--- config.mk ---
export PLATFORM = sky130hd
export DESIGN_NAME = source_text_tokenizer
export DESIGN_NICKNAME = d
export VERILOG_FILES = /design/src/hdl/stt_pkg.sv /design/src/hdl/stt_front.sv /design/src/hdl/stt_queue.sv /design/src/hdl/stt_back.sv /design/src/hdl/source_text_tokenizer.sv
export SDC_FILE = /design/constraint.sdc
export NUM_CORES = 1
export LEC_CHECK = 0
export BUFFER_PORTS_ARGS = -buffer_cell sky130_fd_sc_hd__buf_4
export CORE_AREA = 2 2 256 258
export DETAILED_ROUTE_END_ITERATION = 10
export DIE_AREA = 0 0 258 260
export PLACE_DENSITY_LB_ADDON = 0.12
export SYNTH_ARGS = -nofsm -noshare
export SYNTH_HDL_FRONTEND = slang
export SYNTH_SLANG_ARGS = --single-unit
--- constraint.sdc ---
create_clock -name clk -period 20 [get_ports clk]
set_input_delay 4 -clock clk [delete_from_list [all_inputs] [get_ports clk]]
set_output_delay 4 -clock clk [all_outputs]
set_load 0.05 [all_outputs]
--- src/hdl/stt_pkg.sv ---
`timescale 1ns / 1ps
package stt_pkg;

  localparam int unsigned TokenLimit = 1024;
  localparam int unsigned TextLimit  = 63;
  localparam int unsigned NumKw      = 12;
  localparam int unsigned TokCntW    = $clog2(TokenLimit + 1);
  localparam int unsigned SpanW      = $clog2(TextLimit + 2);

  localparam logic [19:0] LineMax = 20'hFFFFF;
  localparam logic [23:0] PosMax  = 24'hFFFFFF;
  localparam logic [30:0] ValMax  = 31'h7FFFFFFF;

  localparam logic [5:0] KindId        = 6'd12;
  localparam logic [5:0] KindInt       = 6'd13;
  localparam logic [5:0] KindReal      = 6'd14;
  localparam logic [5:0] KindStr       = 6'd15;
  localparam logic [5:0] KindComma     = 6'd16;
  localparam logic [5:0] KindColon     = 6'd17;
  localparam logic [5:0] KindSemi      = 6'd18;
  localparam logic [5:0] KindLpar      = 6'd19;
  localparam logic [5:0] KindRpar      = 6'd20;
  localparam logic [5:0] KindAssign    = 6'd21;
  localparam logic [5:0] KindEqual     = 6'd22;
  localparam logic [5:0] KindAdd       = 6'd23;
  localparam logic [5:0] KindSub       = 6'd24;
  localparam logic [5:0] KindMul       = 6'd25;
  localparam logic [5:0] KindDiv       = 6'd26;
  localparam logic [5:0] KindNot       = 6'd27;
  localparam logic [5:0] KindNoteq     = 6'd28;
  localparam logic [5:0] KindLess      = 6'd29;
  localparam logic [5:0] KindGreater   = 6'd30;
  localparam logic [5:0] KindGreatereq = 6'd31;
  localparam logic [5:0] KindFinish    = 6'd32;

  localparam logic [2:0] ErrNone     = 3'd0;
  localparam logic [2:0] ErrUnknown  = 3'd1;
  localparam logic [2:0] ErrQuote    = 3'd2;
  localparam logic [2:0] ErrFraction = 3'd3;
  localparam logic [2:0] ErrLong     = 3'd4;
  localparam logic [2:0] ErrCount    = 3'd5;

  typedef enum logic [9:0] {
    M_IDLE    = 10'b0000000001,
    M_COMMENT = 10'b0000000010,
    M_STRING  = 10'b0000000100,
    M_INT     = 10'b0000001000,
    M_DOT     = 10'b0000010000,
    M_FRAC    = 10'b0000100000,
    M_IDENT   = 10'b0001000000,
    M_EQ      = 10'b0010000000,
    M_BANG    = 10'b0100000000,
    M_GT      = 10'b1000000000
  } mode_t;

  typedef struct packed {
    logic [7:0] char_code;
    logic       end_of_text;
  } in_item_t;

  typedef struct packed {
    logic [5:0]  token_kind;
    logic [2:0]  error_code;
    logic [19:0] line_number;
    logic [30:0] int_value;
    logic [23:0] text_start;
    logic [5:0]  text_length;
    logic [7:0]  bad_char;
    logic        last_of_run;
  } out_item_t;

  // Classified byte handed from the front part to the back part.
  typedef struct packed {
    logic [7:0]  ch;
    logic        eot;
    logic [23:0] pos;
    logic        is_digit;
    logic        is_alpha;
    logic        is_blank;
  } cls_item_t;

  typedef logic [NumKw-1:0] kw_mask_t;

  // Keyword character at a given index, 0 when past the keyword's end.
  function automatic logic [7:0] kw_char(input int unsigned k, input int unsigned i);
    logic [8*8-1:0] s;
    int unsigned    n;
    unique case (k)
      0:  begin s = "int";      n = 3; end
      1:  begin s = "real";     n = 4; end
      2:  begin s = "str";      n = 3; end
      3:  begin s = "var";      n = 3; end
      4:  begin s = "if";       n = 2; end
      5:  begin s = "else";     n = 4; end
      6:  begin s = "while";    n = 5; end
      7:  begin s = "return";   n = 6; end
      8:  begin s = "function"; n = 8; end
      9:  begin s = "end";      n = 3; end
      10: begin s = "and";      n = 3; end
      default: begin s = "or";  n = 2; end
    endcase
    if (i >= n) return 8'd0;
    return s[8*(n-1-i) +: 8];
  endfunction

  function automatic int unsigned kw_len(input int unsigned k);
    unique case (k)
      0, 2, 3, 9, 10: return 3;
      1, 5:           return 4;
      4, 11:          return 2;
      6:              return 5;
      7:              return 6;
      default:        return 8;
    endcase
  endfunction

endpackage

--- src/hdl/stt_front.sv ---
`timescale 1ns / 1ps
module stt_front
  import stt_pkg::*;
(
  input  logic      clk,
  input  logic      rst_n,
  input  logic      in_push,
  output logic      in_full,
  input  in_item_t  in_data,
  output logic      q_push,
  input  logic      q_full,
  output cls_item_t q_data
);

  logic [23:0] pos_r, pos_nxt;
  logic        acc;

  assign in_full = q_full;
  assign acc     = in_push && !q_full;
  assign q_push  = acc;

  always_comb begin
    q_data          = '0;
    q_data.ch       = in_data.char_code;
    q_data.eot      = in_data.end_of_text;
    q_data.pos      = pos_r;
    q_data.is_digit = in_data.char_code >= "0" && in_data.char_code <= "9";
    q_data.is_alpha = (in_data.char_code >= "a" && in_data.char_code <= "z") ||
                      (in_data.char_code >= "A" && in_data.char_code <= "Z") ||
                      in_data.char_code == "_";
    q_data.is_blank = in_data.char_code == " " || in_data.char_code == 8'd9 ||
                      in_data.char_code == 8'd13;
    pos_nxt = pos_r;
    if (acc && !in_data.end_of_text && pos_r != PosMax) begin
      pos_nxt = pos_r + 24'd1;
    end
  end

  always_ff @(posedge clk) begin
    if (!rst_n) begin
      pos_r <= '0;
    end else begin
      pos_r <= pos_nxt;
    end
  end

endmodule

--- src/hdl/stt_queue.sv ---
`timescale 1ns / 1ps
module stt_queue
  import stt_pkg::*;
(
  input  logic      clk,
  input  logic      rst_n,
  input  logic      push,
  output logic      full,
  input  cls_item_t wdata,
  input  logic      pop,
  output logic      empty,
  output cls_item_t rdata
);

  cls_item_t  mem_r [2];
  logic       wp_r, rp_r;
  logic [1:0] cnt_r;

  assign full  = cnt_r == 2'd2;
  assign empty = cnt_r == 2'd0;
  assign rdata = mem_r[rp_r];

  always_ff @(posedge clk) begin
    if (push && !full) begin
      mem_r[wp_r] <= wdata;
    end
  end

  always_ff @(posedge clk) begin
    if (!rst_n) begin
      wp_r  <= 1'b0;
      rp_r  <= 1'b0;
      cnt_r <= 2'd0;
    end else begin
      if (push && !full) wp_r <= ~wp_r;
      if (pop && !empty) rp_r <= ~rp_r;
      cnt_r <= cnt_r + 2'(push && !full) - 2'(pop && !empty);
    end
  end

endmodule

--- src/hdl/stt_back.sv ---
`timescale 1ns / 1ps
module stt_back
  import stt_pkg::*;
(
  input  logic      clk,
  input  logic      rst_n,
  input  logic      q_empty,
  output logic      q_pop,
  input  cls_item_t q_data,
  output logic      out_empty,
  input  logic      out_pop,
  output out_item_t out_data
);

  mode_t             mode_r, mode_nxt;
  logic [19:0]       line_r, line_nxt;
  logic [TokCntW-1:0] tcnt_r, tcnt_nxt;
  logic [30:0]       acc_r, acc_nxt;
  logic [23:0]       sst_r, sst_nxt;
  logic [SpanW-1:0]  slen_r, slen_nxt;
  kw_mask_t          kw_r, kw_nxt;
  logic              halt_r, halt_nxt;

  // Two-entry result buffer.
  out_item_t  rb_r [2];
  logic       rwp_r, rrp_r;
  logic [1:0] rcnt_r;

  out_item_t res [2];
  logic [1:0] nres;
  logic       take;
  logic [34:0] mul;

  assign out_empty = rcnt_r == 2'd0;
  assign out_data  = rb_r[rrp_r];
  assign take      = !q_empty && rcnt_r == 2'd0 || !q_empty && rcnt_r == 2'd1 && out_pop;
  assign q_pop     = take;
  assign mul       = {acc_r, 3'b000} + {2'b00, acc_r, 1'b0} + 35'(q_data.ch - 8'd48);

  always_comb begin
    logic [7:0]  c;
    logic        pend, restart, done;
    logic [5:0]  kind;
    c = q_data.ch;
    mode_nxt = mode_r; line_nxt = line_r; tcnt_nxt = tcnt_r; acc_nxt = acc_r;
    sst_nxt = sst_r; slen_nxt = slen_r; kw_nxt = kw_r; halt_nxt = halt_r;
    res[0] = '0; res[1] = '0; nres = 2'd0;
    pend = 1'b0; restart = 1'b0; done = 1'b0; kind = '0;

    if (!halt_r) begin
      // Current mode's handling of the byte; pend means flush, restart means rescan the byte.
      if (q_data.eot) begin
        pend = 1'b1;
      end else begin
        unique case (mode_r)
          M_COMMENT: if (c == 8'd10) begin
            mode_nxt = M_IDLE;
            if (line_r != LineMax) line_nxt = line_r + 20'd1;
          end
          M_STRING: if (c == "\"") begin
            mode_nxt = M_IDLE; pend = 1'b1; done = 1'b1;
          end else if (slen_r <= SpanW'(TextLimit)) slen_nxt = slen_r + 1'b1;
          M_INT: if (q_data.is_digit) begin
            acc_nxt = (mul > 35'(ValMax)) ? ValMax : mul[30:0];
            if (slen_r <= SpanW'(TextLimit)) slen_nxt = slen_r + 1'b1;
          end else if (c == ".") begin
            mode_nxt = M_DOT;
            if (slen_r <= SpanW'(TextLimit)) slen_nxt = slen_r + 1'b1;
          end else begin pend = 1'b1; restart = 1'b1; end
          M_DOT: if (q_data.is_digit) begin
            mode_nxt = M_FRAC;
            if (slen_r <= SpanW'(TextLimit)) slen_nxt = slen_r + 1'b1;
          end else begin pend = 1'b1; end
          M_FRAC: if (q_data.is_digit) begin
            if (slen_r <= SpanW'(TextLimit)) slen_nxt = slen_r + 1'b1;
          end else begin pend = 1'b1; restart = 1'b1; end
          M_IDENT: if (q_data.is_digit || q_data.is_alpha) begin
            for (int k = 0; k < NumKw; k++) begin
              if (int'(slen_r) >= kw_len(k) || kw_char(k, int'(slen_r)) != c)
                kw_nxt[k] = 1'b0;
            end
            if (slen_r <= SpanW'(TextLimit)) slen_nxt = slen_r + 1'b1;
          end else begin pend = 1'b1; restart = 1'b1; end
          M_EQ, M_BANG, M_GT: if (c == "=") begin
            mode_nxt = M_IDLE; pend = 1'b1; done = 1'b1;
          end else begin pend = 1'b1; restart = 1'b1; end
          default: restart = 1'b1;
        endcase
      end

      // Flush of a pending token.
      if (pend && mode_r != M_IDLE && mode_r != M_COMMENT) begin
        if (!done) mode_nxt = M_IDLE;
        unique case (mode_r)
          M_DOT: begin res[0].error_code = ErrFraction; halt_nxt = 1'b1; end
          M_STRING: if (!done) begin
            res[0].error_code = ErrQuote; halt_nxt = 1'b1;
          end else kind = KindStr;
          M_INT:   kind = KindInt;
          M_FRAC:  kind = KindReal;
          M_IDENT: begin
            kind = KindId;
            for (int k = 0; k < NumKw; k++) begin
              if (kw_r[k] && int'(slen_r) == kw_len(k)) kind = 6'(k);
            end
          end
          M_EQ:    kind = done ? KindEqual : KindAssign;
          M_BANG:  kind = done ? KindNoteq : KindNot;
          default: kind = done ? KindGreatereq : KindGreater;
        endcase
        if (!halt_nxt) begin
          if (mode_r == M_IDENT && slen_r > SpanW'(TextLimit)) begin
            res[0].error_code = ErrLong; halt_nxt = 1'b1;
          end else if (tcnt_r >= TokCntW'(TokenLimit)) begin
            res[0].error_code = ErrCount; halt_nxt = 1'b1;
          end else if ((mode_r == M_INT || mode_r == M_FRAC || mode_r == M_STRING) &&
                       slen_r > SpanW'(TextLimit)) begin
            res[0].error_code = ErrLong; halt_nxt = 1'b1;
          end else begin
            tcnt_nxt = tcnt_r + 1'b1;
            res[0].token_kind = kind;
            if (kind == KindInt) res[0].int_value = acc_r;
            if (kind == KindInt || kind == KindReal || kind == KindStr || kind == KindId) begin
              res[0].text_start  = sst_r;
              res[0].text_length = 6'(slen_r);
            end
          end
        end
        if (halt_nxt) begin res[0].token_kind = KindFinish; mode_nxt = M_IDLE; end
        res[0].line_number = line_r;
        nres = 2'd1;
      end

      // End of text: finish token.
      if (q_data.eot && !halt_nxt) begin
        if (tcnt_nxt >= TokCntW'(TokenLimit)) res[nres[0]].error_code = ErrCount;
        else tcnt_nxt = tcnt_nxt + 1'b1;
        res[nres[0]].token_kind  = KindFinish;
        res[nres[0]].line_number = line_r;
        nres = nres + 2'd1;
        halt_nxt = 1'b1;
      end

      // Start of a new token from the byte.
      if (restart && !q_data.eot && !halt_nxt) begin
        mode_nxt = M_IDLE; kind = '0;
        if (q_data.is_blank) begin
        end else if (c == 8'd10) begin
          if (line_r != LineMax) line_nxt = line_r + 20'd1;
        end else if (c == "#") mode_nxt = M_COMMENT;
        else if (c == "\"") begin
          sst_nxt = (q_data.pos != PosMax) ? q_data.pos + 24'd1 : PosMax;
          slen_nxt = '0; kw_nxt = '1; acc_nxt = '0; mode_nxt = M_STRING;
        end else if (c == "=") mode_nxt = M_EQ;
        else if (c == "!") mode_nxt = M_BANG;
        else if (c == ">") mode_nxt = M_GT;
        else if (q_data.is_digit) begin
          sst_nxt = q_data.pos; slen_nxt = SpanW'(1); kw_nxt = '1;
          acc_nxt = 31'(c - 8'd48); mode_nxt = M_INT;
        end else if (q_data.is_alpha) begin
          sst_nxt = q_data.pos; slen_nxt = SpanW'(1); acc_nxt = '0;
          for (int k = 0; k < NumKw; k++) kw_nxt[k] = kw_char(k, 0) == c;
          mode_nxt = M_IDENT;
        end else begin
          priority case (c)
            ",": kind = KindComma;
            ":": kind = KindColon;
            ";": kind = KindSemi;
            "(": kind = KindLpar;
            ")": kind = KindRpar;
            "+": kind = KindAdd;
            "-": kind = KindSub;
            "*": kind = KindMul;
            "/": kind = KindDiv;
            "<": kind = KindLess;
            default: kind = '0;
          endcase
          res[nres[0]].line_number = line_nxt;
          if (kind == '0) begin
            res[nres[0]].token_kind = KindFinish;
            res[nres[0]].error_code = ErrUnknown;
            res[nres[0]].bad_char   = c;
            halt_nxt = 1'b1;
          end else if (tcnt_nxt >= TokCntW'(TokenLimit)) begin
            res[nres[0]].token_kind = KindFinish;
            res[nres[0]].error_code = ErrCount;
            halt_nxt = 1'b1;
          end else begin
            res[nres[0]].token_kind = kind;
            tcnt_nxt = tcnt_nxt + 1'b1;
          end
          nres = nres + 2'd1;
        end
      end
      if (nres != 2'd0) res[nres[1] ? 1 : 0].last_of_run = 1'b1;
    end
  end

  always_ff @(posedge clk) begin
    if (take && nres != 2'd0) rb_r[rwp_r] <= res[0];
    if (take && nres == 2'd2) rb_r[~rwp_r] <= res[1];
  end

  always_ff @(posedge clk) begin
    if (!rst_n) begin
      mode_r <= M_IDLE; line_r <= 20'd1; tcnt_r <= '0; acc_r <= '0;
      sst_r <= '0; slen_r <= '0; kw_r <= '1; halt_r <= 1'b0;
      rwp_r <= 1'b0; rrp_r <= 1'b0; rcnt_r <= 2'd0;
    end else begin
      if (take) begin
        mode_r <= mode_nxt; line_r <= line_nxt; tcnt_r <= tcnt_nxt; acc_r <= acc_nxt;
        sst_r <= sst_nxt; slen_r <= slen_nxt; kw_r <= kw_nxt; halt_r <= halt_nxt;
        rwp_r <= rwp_r ^ nres[0];
      end
      if (out_pop && !out_empty) rrp_r <= ~rrp_r;
      rcnt_r <= rcnt_r + (take ? nres : 2'd0) - 2'(out_pop && !out_empty);
    end
  end

endmodule

--- src/hdl/source_text_tokenizer.sv ---
`timescale 1ns / 1ps
// Byte-stream tokenizer. Each transaction carries one source byte or the end
// marker; results come out of a two-entry output buffer as tokens with line,
// position and length. The front part numbers and classifies bytes into a
// two-entry queue; the back part runs the scanner and takes one byte per cycle
// whenever the output buffer is empty or holds one result that is popped in
// that cycle. With results popped every cycle one byte is accepted per cycle;
// a byte that gives two results stalls the intake while the buffer drains.
// After an error or the finish token no further results appear until reset.
module source_text_tokenizer
  import stt_pkg::*;
(
  input  logic      clk,
  input  logic      rst_n,
  input  logic      push,
  output logic      full,
  input  in_item_t  in_item,
  output logic      empty,
  input  logic      pop,
  output out_item_t out_item
);

  logic      q_push, q_full, q_pop, q_empty;
  cls_item_t q_wdata, q_rdata;

  stt_front u_front (
    .clk, .rst_n, .in_push(push), .in_full(full), .in_data(in_item),
    .q_push, .q_full, .q_data(q_wdata)
  );

  stt_queue u_queue (
    .clk, .rst_n, .push(q_push), .full(q_full), .wdata(q_wdata),
    .pop(q_pop), .empty(q_empty), .rdata(q_rdata)
  );

  stt_back u_back (
    .clk, .rst_n, .q_empty, .q_pop, .q_data(q_rdata),
    .out_empty(empty), .out_pop(pop), .out_data(out_item)
  );

endmodule

==> metrics.md <==
| Metric | Value |
|---|---|
| Outcome | `finished, final reports clean` |
| Vias in the first global route | `19,900` |
| EDFF count, synth | `270` |
| Crit path kind | `flip-flop to flip-flop` |
| Max Slew Vio Count | `0` |
| GRT Resource Usage Total | `0.226` |
| Rel. slew slack | `0.265` |
| Hold Violations, Final | `0` |
| Final worst path period share | `0.378` |
| Unrepaired setup endpoints after global routing | `false` |
| Placer Congestion | `0.890` |
| Async set-reset flop share out of synthesis | `0` |
| Bufs on Longest Clock Path | `3` |
| Clock Skews | `0.0431 ns` |
| GRT overflow | `0` |
| Critical path endpoint category | `flip-flop` |
| Routed len/inst | `21.2 µm` |
| Critical Path Fanout Max | `35` |
| Post-CTS setup buffers | `0` |
| Number of clock sinks | `420` |
| Die Ht | `260 µm` |
| FMAX | `132 MHz` |
| Crit path DAT | `8.00 ns` |
| Pwr dens | `138 nW/µm²` |
| Post-cts hold buffer count | `0` |
| Initial Util | `0.398` |
| DRT Pass-1 Iters | `8` |
| Vias per inst | `5.77` |
| Critical path required time | `20.44 ns` |
| Chip width | `258 µm` |
| Antenna Nets Post-Route | `0` |
| Ys flop type | `edfxtp_1` |
| Largest net degree at the start of global routing | `78` |
| Synth warn | `0` |
| Pleak | `10.7 nW` |
| Synth Instances | `2,679` |
| Final WL | `76.7 mm` |
| Final setup vio count | `0` |
| Die area | `67,100 µm²` |
| Share of cells above drive strength 1 | `0.137` |
| Sequential fraction of the synthesis area | `0.435` |
| Final core utilization | `0.449` |
| TritonCTS clock tree | `built` |
| Post_cts resized | `0` |
| Fin crit period | `7.57 ns` |
| Nets | `2,835` |
| Yosys cell types | `95` |
| Synth Cell Area | `25,500 µm²` |
| Core area | `64,100 µm²` |
| Site Rows | `93` |
| IO buf count | `113` |
| Ant diodes | `0` |
| Hpwl dp | `54.9 mm` |
| DRC | `0` |
| Final TNS setup | `0 ns` |
| Max cap viols | `0` |
| Worst Hold Class | `flip-flop to flip-flop` |
| Iter 0 DRT Violations | `1,835` |
| Register bit total from synthesis | `420` |
| Area growth, synth to finish | `12.8%` |
| I/O pin count | `114` |
| TritonCTS buffer count | `47` |
| Worst-skew pair later-pin latency | `0.61 ns` |
| CTS clk-pin slew, worst paths | `0.07 ns` |
| Startpoint class of the critical path | `flip-flop` |
| Vias | `20,900` |
| Worst-Margin Slew | `1.10 ns` |
| First-pass GRT wire length | `119 mm` |
| Peak VDD IR | `152 µV` |
| Initial antenna violation count | `0` |
| Mapped Nets | `2,790` |
| Fillers | `6,139` |
| Mapped Avg Cell Area | `9.53 µm²` |
| Clk root buf | `clkbuf_16` |
| H-tree depth | `2` |
## worst max-delay path, stage by stage (launching register included)
cell and delay (ns):
dfxtp_2 0.78, mux2i_1 0.26, buf_4 0.25, inv_1 0.33
ha_1 0.45, nor2b_4 0.14, buf_4 0.42, fa_1 0.52
ha_1 0.40, a21o_1 0.20, a21o_1 0.17, a21oi_1 0.20
a21boi_0 0.29, o211a_1 0.20, a221oi_1 0.57, o21ai_0 0.24
xnor2_1 0.19, nand4_1 0.79, nor2_1 0.76, a41oi_1 0.20
## area by class of cell
type	count	area, µm²	area share
Sequential cell	420	11100	0.386
Multi-Input combinational cell	2038	13600	0.474
Inverter	67	253	0.00877
Clock buffer	66	1350	0.0469
Tap cell	855	1070	0.0371
Clock inverter	22	241	0.00838
Timing Repair Buffer	150	1130	0.0391
## state kept, by name (all words and copies together), names as in the netlist, named ones only
name and cells:
u_back.kw_r 12, u_back.mode_r 10, u_back.rcnt_r 2, u_back.rb_r 198, u_back.rwp_r 1, u_back.tcnt_r 11
u_back.line_r 20, u_back.rrp_r 1, u_queue.wp_r 1, u_queue.cnt_r 2, u_back.acc_r 31, u_back.halt_r 1
u_front.pos_r 24, u_queue.rp_r 1, u_queue.mem_r 72, u_back.sst_r 24, u_back.slen_r 7
## cells in the final DEF, fill, tap and decap left out, types with 11 or more instances in the layout
cell type	Yosys	routed
xor2_1	41	41
nor2_1	248	243
edfxtp_1	270	270
and2_1	163	163
mux2_2	113	113
nor4_1	22	20
clkbuf_1	130	11
a31oi_1	46	46
o31ai_1	18	18
nor3_1	103	102
o21ai_0	145	145
or3_1	20	20
o22ai_1	14	14
nand2b_1	17	17
xnor2_1	83	83
dfxtp_1	150	148
clkbuf_16	0	49
and3_1	40	40
nand4_1	37	37
a22oi_1	23	23
ha_1	68	68
mux2i_1	50	48
a21oi_1	165	164
o211ai_1	21	21
inv_1	62	62
nor2b_1	23	22
buf_4	2	150
nand3_1	87	87
fa_1	30	30
o21a_1	14	14
a21o_1	39	39
a211oi_1	18	18
nand2_1	210	210
## metrics by stage
step | cell area, µm² | setup slack, ns | hold WS [ns] | cells | total power, mW
final | 28800 | 12.43 | 0.470 | 3618 | 3.97
after global routing | 28800 | 11.81 | 0.480 | 3618 | 4.18
after CTS | 28800 | 12.54 | 0.470 | 3618 | 4.00
after detailed placement | 27200 | 12.53 | 0.457 | 3530 | 3.11
after global placement | 27200 | 12.70 | 0.453 | 3530 | 3.09
after floorplan | 25500 | 9.51 | 0.418 | 2679 | 2.57
## path summary, 6_finish.rpt
check,slack (ns),depth (start not counted),startpoint,to
worst min-delay path,0.47,2,u_back.sst_r[16],u_back.sst_r[16]
worst max register to register,12.43,19,flip-flop,u_back.acc_r[6]
worst min register to register,0.47,2,u_back.sst_r[16],u_back.sst_r[16]
worst max-delay path,12.43,19,flip-flop,u_back.acc_r[6]
## layer usage
metal  vias to the layer above  part of all wire  track usage
met1                     10200              0.47        0.323
met3                        88             0.050       0.0292
met2                       586              0.45        0.362
met4                         0             0.021       0.0536
met5                         -                 0            0
li1                       9946                 -            -
## Yosys cell counts, drive strengths merged, types with 22 or more instances
library cell | instances | area [µm²]
a21o | 39 | 293
a21oi | 165 | 826
a22oi | 23 | 173
a31oi | 46 | 288
and2 | 164 | 1030
and3 | 40 | 250
buf | 24 | 118
clkbuf | 130 | 488
dfxtp | 150 | 3000
edfxtp | 270 | 8110
fa | 30 | 601
ha | 68 | 851
inv | 63 | 236
mux2 | 113 | 1270
mux2i | 51 | 514
nand2 | 211 | 795
nand3 | 87 | 435
nand4 | 37 | 231
nor2 | 250 | 943
nor2b | 23 | 144
nor3 | 106 | 552
nor4 | 28 | 248
o211ai | 22 | 170
o21ai | 149 | 746
xnor2 | 83 | 727
xor2 | 41 | 359
## power by group
part / internal (mW) / switching, mW
Clock: 0.506 / 0.375
Combinational: 0.555 / 1.25
Sequential: 1.18 / 0.114
## kinds of logic (layout without fill, tap and decap cells)
group	count (synthesis)	in the layout	synth area share
and+or+nand+nor	1041	1041	0.210
adders and majority gates	98	98	0.0568
xor gates and xnor gates	124	124	0.0425
muxes	164	164	0.0700
DFF	420	420	0.435
AOI/OAI and AO/OA	611	611	0.152
buffers and inverters	221	305	0.0336
No activity file was read; power rests on OpenSTA's default activity.
